<file path="src/rtl/pdr_pkg.sv">
`timescale 1ns / 1ps

package pdr_pkg;

  localparam int COORD_BITS     = 20;
  localparam int MAX_POINTS_DEF = 64;
  localparam int IDX_W          = 6;
  localparam int DIST_W         = 22;

  typedef struct packed {
    logic signed [COORD_BITS-1:0] coord_x;
    logic signed [COORD_BITS-1:0] coord_y;
    logic signed [COORD_BITS-1:0] coord_z;
    logic                         end_of_set;
  } in_word_t;

  typedef struct packed {
    logic [IDX_W-1:0]  row_index;
    logic [IDX_W-1:0]  column_index;
    logic [DIST_W-1:0] dist_value;
    logic              row_done;
    logic              overflow_flag;
  } out_word_t;

endpackage

</file>
<file path="src/rtl/pairwise_distance_rows_unit.sv">
`timescale 1ns / 1ps
// Distance rows: point i gives i distance words then its zero diagonal word.
// Each stored point passes through read, diff, 4 multiply steps, 21 root steps
// and emit, shaped by the shared squarer and the bit-serial root loop.
// The input stays stalled until a point's whole row has been sent.
// A dropped point (store full) goes straight to emit for its single overflow word.
// Reset clears the sequencer state, point count and output valid; store contents stay stale.
module pairwise_distance_rows_unit #(
  parameter int MAX_POINTS = pdr_pkg::MAX_POINTS_DEF
) (
  input  logic               clk,
  input  logic               rst_n,
  input  logic               in_valid,
  output logic               in_stall,
  input  pdr_pkg::in_word_t  in_word,
  output logic               out_valid,
  input  logic               out_stall,
  output pdr_pkg::out_word_t out_word
);
  import pdr_pkg::*;

  // Derived sizes
  localparam int ADDR_W    = $clog2(MAX_POINTS);
  localparam int CNT_W     = $clog2(MAX_POINTS + 1);
  localparam int SQ_W      = 2 * COORD_BITS;        // one squared difference
  localparam int SUM_W     = 2 * COORD_BITS + 2;    // sum of three squares
  localparam int ROOT_W    = SUM_W / 2;             // root bits = root steps
  localparam int REM_W     = ROOT_W + 3;            // partial remainder
  localparam int MUL_STEPS = 4;                     // 3 squares + final add
  localparam int STEP_W    = $clog2(ROOT_W);

  // Sequencer codes
  localparam logic [2:0] ST_IDLE = 3'd0;
  localparam logic [2:0] ST_READ = 3'd1;
  localparam logic [2:0] ST_DIFF = 3'd2;
  localparam logic [2:0] ST_MUL  = 3'd3;
  localparam logic [2:0] ST_SQRT = 3'd4;
  localparam logic [2:0] ST_EMIT = 3'd5;

  typedef struct packed {
    logic signed [COORD_BITS-1:0] x;
    logic signed [COORD_BITS-1:0] y;
    logic signed [COORD_BITS-1:0] z;
  } point_t;

  // Point store: one write port (on accept while not full), one registered read port.
  point_t mem [MAX_POINTS];

  logic [2:0]            state_r, state_nxt;
  logic [CNT_W-1:0]      count_r, count_nxt;
  logic                  out_valid_r, out_valid_nxt;
  out_word_t             out_word_r, out_word_nxt;

  point_t                cur_r, cur_nxt;
  point_t                rd_r;
  logic [IDX_W-1:0]      row_r, row_nxt;
  logic [IDX_W-1:0]      j_r, j_nxt;
  logic                  ovf_r, ovf_nxt;
  logic [STEP_W-1:0]     step_r, step_nxt;
  logic [COORD_BITS-1:0] dx_r, dx_nxt, dy_r, dy_nxt, dz_r, dz_nxt;
  logic [SQ_W-1:0]       prod_r, prod_nxt;
  logic [SUM_W-1:0]      acc_r, acc_nxt;
  logic [REM_W-1:0]      rem_r, rem_nxt;
  logic [ROOT_W-1:0]     root_r, root_nxt;

  logic                  in_acc;
  logic                  full;
  logic                  out_free;
  logic [COORD_BITS-1:0] mul_op;
  logic [REM_W-1:0]      rem_sh;
  logic [REM_W-1:0]      trial;

  assign in_stall  = (state_r != ST_IDLE) || !rst_n;
  assign in_acc    = in_valid && !in_stall;
  assign full      = count_r >= CNT_W'(MAX_POINTS);
  assign out_free  = !out_valid_r || !out_stall;
  assign out_valid = out_valid_r;
  assign out_word  = out_word_r;

  // |a - b| with one guard bit; the magnitude always fits COORD_BITS.
  function automatic logic [COORD_BITS-1:0] abs_diff(
    input logic signed [COORD_BITS-1:0] a,
    input logic signed [COORD_BITS-1:0] b
  );
    logic signed [COORD_BITS:0] d;
    d = {a[COORD_BITS-1], a} - {b[COORD_BITS-1], b};
    if (d[COORD_BITS]) begin
      d = -d;
    end
    return d[COORD_BITS-1:0];
  endfunction

  // Shared squarer operand
  always_comb begin
    case (step_r)
      STEP_W'(0): mul_op = dx_r;
      STEP_W'(1): mul_op = dy_r;
      default:    mul_op = dz_r;
    endcase
  end

  // One digit-by-digit root step: bring down two bits, try (root<<2)|1.
  assign rem_sh = {rem_r[REM_W-3:0], acc_r[SUM_W-1 -: 2]};
  assign trial  = REM_W'({root_r, 2'b01});

  always_comb begin
    state_nxt     = state_r;
    count_nxt     = count_r;
    out_valid_nxt = out_valid_r && out_stall;
    out_word_nxt  = out_word_r;
    cur_nxt       = cur_r;
    row_nxt       = row_r;
    j_nxt         = j_r;
    ovf_nxt       = ovf_r;
    step_nxt      = step_r;
    dx_nxt        = dx_r;
    dy_nxt        = dy_r;
    dz_nxt        = dz_r;
    prod_nxt      = prod_r;
    acc_nxt       = acc_r;
    rem_nxt       = rem_r;
    root_nxt      = root_r;

    case (state_r)
      ST_IDLE: begin
        if (in_acc) begin
          cur_nxt.x = in_word.coord_x;
          cur_nxt.y = in_word.coord_y;
          cur_nxt.z = in_word.coord_z;
          row_nxt   = IDX_W'(count_r);
          j_nxt     = '0;
          ovf_nxt   = full;
          if (in_word.end_of_set) begin
            count_nxt = '0;
          end else if (!full) begin
            count_nxt = count_r + CNT_W'(1);
          end
          // empty store or dropped point: straight to the single word
          state_nxt = (full || count_r == '0) ? ST_EMIT : ST_READ;
        end
      end
      ST_READ: begin
        state_nxt = ST_DIFF;
      end
      ST_DIFF: begin
        dx_nxt    = abs_diff(cur_r.x, rd_r.x);
        dy_nxt    = abs_diff(cur_r.y, rd_r.y);
        dz_nxt    = abs_diff(cur_r.z, rd_r.z);
        step_nxt  = '0;
        state_nxt = ST_MUL;
      end
      ST_MUL: begin
        // squarer output is registered; the sum trails it by one step
        prod_nxt = mul_op * mul_op;
        acc_nxt  = (step_r == '0) ? '0 : acc_r + SUM_W'(prod_r);
        if (step_r == STEP_W'(MUL_STEPS - 1)) begin
          step_nxt  = '0;
          rem_nxt   = '0;
          root_nxt  = '0;
          state_nxt = ST_SQRT;
        end else begin
          step_nxt = step_r + STEP_W'(1);
        end
      end
      ST_SQRT: begin
        acc_nxt = acc_r << 2;
        if (rem_sh >= trial) begin
          rem_nxt  = rem_sh - trial;
          root_nxt = {root_r[ROOT_W-2:0], 1'b1};
        end else begin
          rem_nxt  = rem_sh;
          root_nxt = {root_r[ROOT_W-2:0], 1'b0};
        end
        if (step_r == STEP_W'(ROOT_W - 1)) begin
          state_nxt = ST_EMIT;
        end else begin
          step_nxt = step_r + STEP_W'(1);
        end
      end
      ST_EMIT: begin
        if (out_free) begin
          out_valid_nxt = 1'b1;
          if (ovf_r) begin
            out_word_nxt = '{row_index: '0, column_index: '0, dist_value: '0,
                             row_done: 1'b1, overflow_flag: 1'b1};
            state_nxt    = ST_IDLE;
          end else if (j_r == row_r) begin
            // diagonal closes the row
            out_word_nxt = '{row_index: row_r, column_index: row_r, dist_value: '0,
                             row_done: 1'b1, overflow_flag: 1'b0};
            state_nxt    = ST_IDLE;
          end else begin
            out_word_nxt = '{row_index: row_r, column_index: j_r,
                             dist_value: DIST_W'(root_r),
                             row_done: 1'b0, overflow_flag: 1'b0};
            j_nxt        = j_r + IDX_W'(1);
            state_nxt    = (j_r + IDX_W'(1) == row_r) ? ST_EMIT : ST_READ;
          end
        end
      end
      default: begin
        state_nxt = ST_IDLE;
      end
    endcase
  end

  // Control state
  always_ff @(posedge clk) begin
    if (!rst_n) begin
      state_r     <= ST_IDLE;
      count_r     <= '0;
      out_valid_r <= 1'b0;
    end else begin
      state_r     <= state_nxt;
      count_r     <= count_nxt;
      out_valid_r <= out_valid_nxt;
    end
  end

  // Datapath
  always_ff @(posedge clk) begin
    out_word_r <= out_word_nxt;
    cur_r      <= cur_nxt;
    row_r      <= row_nxt;
    j_r        <= j_nxt;
    ovf_r      <= ovf_nxt;
    step_r     <= step_nxt;
    dx_r       <= dx_nxt;
    dy_r       <= dy_nxt;
    dz_r       <= dz_nxt;
    prod_r     <= prod_nxt;
    acc_r      <= acc_nxt;
    rem_r      <= rem_nxt;
    root_r     <= root_nxt;
  end

  // Store: new point written at its index on accept while not full, rows read at j
  always_ff @(posedge clk) begin
    if (in_acc && !full) begin
      mem[count_r[ADDR_W-1:0]] <= '{x: in_word.coord_x, y: in_word.coord_y,
                                    z: in_word.coord_z};
    end
    rd_r <= mem[j_r[ADDR_W-1:0]];
  end

endmodule

</file>
<file path="config.mk">
export PLATFORM = sky130hd
export DESIGN_NAME = pairwise_distance_rows_unit
export DESIGN_NICKNAME = d
export VERILOG_FILES = /design/src/rtl/pdr_pkg.sv /design/src/rtl/pairwise_distance_rows_unit.sv
export SDC_FILE = /design/constraint.sdc
export NUM_CORES = 2
export LEC_CHECK = 0
export BUFFER_PORTS_ARGS = -buffer_cell sky130_fd_sc_hd__buf_2
export CAP_MARGIN = 40
export CELL_PAD_IN_SITES_DETAIL_PLACEMENT = 1
export CELL_PAD_IN_SITES_GLOBAL_PLACEMENT = 2
export CORE_UTILIZATION = 45
export CTS_CLUSTER_SIZE = 16
export DETAILED_ROUTE_END_ITERATION = 6
export PLACE_DENSITY_LB_ADDON = 0.2
export SYNTH_ARGS = -nofsm -noshare
export SYNTH_HDL_FRONTEND = slang
export SYNTH_SLANG_ARGS = --single-unit
</file>
<file path="constraint.sdc">
create_clock -name clk -period 17.34 [get_ports clk]
set_input_delay 1.734 -clock clk [delete_from_list [all_inputs] [get_ports clk]]
set_output_delay 1.734 -clock clk [all_outputs]
set_load 0.02 [all_outputs]
</file>
==> results.tsv <==
metric	value	unit
worstPathBufferInverterCount	9	
hold_buffers	0	
insertion_delay	1.03	ns
r2r-end	prod_r[36]	
core	390000	µm²
gr-usage-all-layers	0.266	
max_stage_delay	0.62	ns
ys.flop_type	edfxtp_1	
drive_gt1_frac	0.255	
vias_per_cell	6.13	
critPathSlowestCell	a221oi_1	
synth_edf_count	4137	
syn_nets	9277	
post-route-min-period	9.91	ns
tns	0	ns
skew	0.120	ns
synthDistinctLibCells	88	
crit_required	18.04	ns
rsz0062_at_grt	no	
drv_cap	0	
hpwl	322000	µm
clockRootBuffer	clkbuf_16	
wl	527000	µm
grt_pass1_wl	736000	µm
outcome	finished, final reports clean	
cts_setup_buffers	0	
crit_path_start_kind	register	
synth.area.top_cells	edfxtp_1 70%, mux4_2 16%, fa_1 3.2%, ha_1 2.0%, inv_1 0.99%	
critPathMaxFanout	27	
ant_nets	0	
port_buffers	101	
fillers	34500	
synthCells	8648	
syn-mean-instance-area	20.4	µm²
grt_max_degree	100	
reg2reg_slack	7.43	ns
cts_num_sinks	4208	
path_class	register to register	
min_from	acc_r[14]	
grt_overflow	0	
drv_slew	0	
wl_per_cell	35.7	µm
die_y	628	µm
min_to	acc_r[16]	
area_growth_syn_to_layout	14.0	%
die_w	628	µm
vias	90500	
dr.pass1.iters	6	
final_cells	14800	
arrival	10.61	ns
ys_seq_elements	4208	
grt_pass1_vias	93800	
htreeDepth	5	
pin_count	103	
postSynth.asyncResetShare	0	
netlist.area_leader.share	0.704	
worst_pin_slew	1.01	ns
path_delay_family	adder cells	
cp.depth	33	
drtIter0Drc	10600	
syn-cell-area	176000	µm²
cts_buffer_depth	4	
whs_path_depth	2	
ys_warn_count	0	
fmax	101	MHz
relSlewSlack	0.317	
row_count	229	
finalSetupViolations	0	
synth_area_leader_cell	edfxtp_1	
hp-class	register to register	
clkTransAtPathRegs	0.06	ns
gp_congestion	0.835	
reg2regPathDepth	33	
cts_resized	0	
initial_core_util	0.453	
fin_nets	9808	
hold_viol_final	0	
antenna_found_initial	57	
yosysSeqAreaShare	0.712	
hold_ws	0.537	ns
dp_cells	13900	
timing.final.crit_share	0.571	
cts_tree	done	
worstSetupEndpointType	register	
timing.rr.start	step_r[0]	
drc	0	
die_area	395000	µm²
numCtsBuffers	427	
-- cells in the final DEF, fill, tap and decap left out, types with 24 or more instances in the layout --
cell and count:
a21o_1 65, a21oi_1 149, a22oi_1 24, and2_1 28
buf_12 89, buf_16 44, buf_2 103, buf_4 226
bufinv_16 39, clkbuf_1 122, clkbuf_16 430, clkinv_1 79
clkinv_2 60, dfxtp_1 71, diode_2 26, edfxtp_1 4137
fa_1 281, ha_1 283, inv_1 466, mux2_2 27
mux2i_1 41, mux4_2 1235, nand2_1 300, nand2b_1 26
nand3_1 42, nor2_1 260, nor2_4 64, nor2b_1 34
nor3_1 38, o21a_1 25, o21ai_0 151, xnor2_1 127
xor2_1 92
-- cell usage after synthesis, types with 7 or more instances --
cell      count
edfxtp_1   4137
mux4_2     1235
inv_1       467
nor2_1      324
nand2_1     302
ha_1        283
fa_1        281
clkbuf_1    276
o21ai_0     152
a21oi_1     150
xnor2_1     127
buf_1        94
xor2_1       92
dfxtp_1      71
a21o_1       65
nand3_1      42
mux2i_1      41
nor3_1       39
nor2b_1      34
and2_1       28
mux2_2       27
nand2b_1     26
o21a_1       25
a22oi_1      24
and3_1       23
nand4_1      22
a31oi_1      19
o211ai_1     15
o31ai_1      15
o21bai_1     14
or3_1        13
a21boi_0     11
a211oi_1      9
a221oi_1      9
a211o_1       7
a22o_1        7
o31a_1        7
or2_2         7
-- layer usage --
layer  share of wire  up-vias  wire length (µm)  track usage
li1                -    36100                 -            -
met1            0.40    50100            213000        0.367
met2            0.49     3534            260000        0.442
met3           0.072      756             38000       0.0389
met4           0.032       18             16800       0.0776
met5         0.00019        -               100            0
-- tightest hold or removal path: stages (launching register included) --
cell	delay (ns)
edfxtp_1	0.36
nand2_1	0.05
o21ai_0	0.06
-- state kept, by name (all words and copies together), names as in the netlist, 7 cells and up --
register  flops
mem        3840
out_word     35
dx_r         20
rem_r        22
acc_r        42
cur_r        60
rd_r         60
count_r       7
prod_r       39
root_r       21
dz_r         20
dy_r         20
-- logic make-up after synthesis --
family,synth area share
xor gates and xnor gates,0.0109
AOI/OAI and AO/OA,0.0220
DFF,0.712
and+or+nand+nor,0.0232
adders and majority gates,0.0521
muxes,0.162
other,0.0000213
buffers and inverters,0.0180
-- how the worst max path moves through the flow --
stage / startpoint / to
after floorplan: step_r[0] / prod_r[36]
after global placement: step_r[0] / prod_r[36]
after detailed placement: step_r[0] / prod_r[36]
after CTS: step_r[0] / prod_r[36]
after global routing: step_r[0] / prod_r[36]
final: step_r[0] / prod_r[36]
-- stage by stage --
step	util	area, µm²	worst slack [ns]
global placement	0.473	184000	7.50
detailed placement	0.481	187000	7.45
CTS	0.516	201000	7.44
global route	0.516	201000	7.06
floorplan	-	176000	8.69
finish	0.516	201000	7.43
-- cell type report --
class                      count  area, µm²  share of cell area
antenna                       26       65.1            0.000323
clock buffer                 570      11500              0.0570
clock inverter               210       2240              0.0112
inverter                     475       1790             0.00887
multi-input combinational   3594      48200               0.239
sequential                  4208     126000               0.624
tap                         5197       6500              0.0323
timing repair buffer         473       5360              0.0266
Power is left out: the tool's default activity adds up to more than one toggle a clock period on the data nets, which glitch-free logic cannot reach.
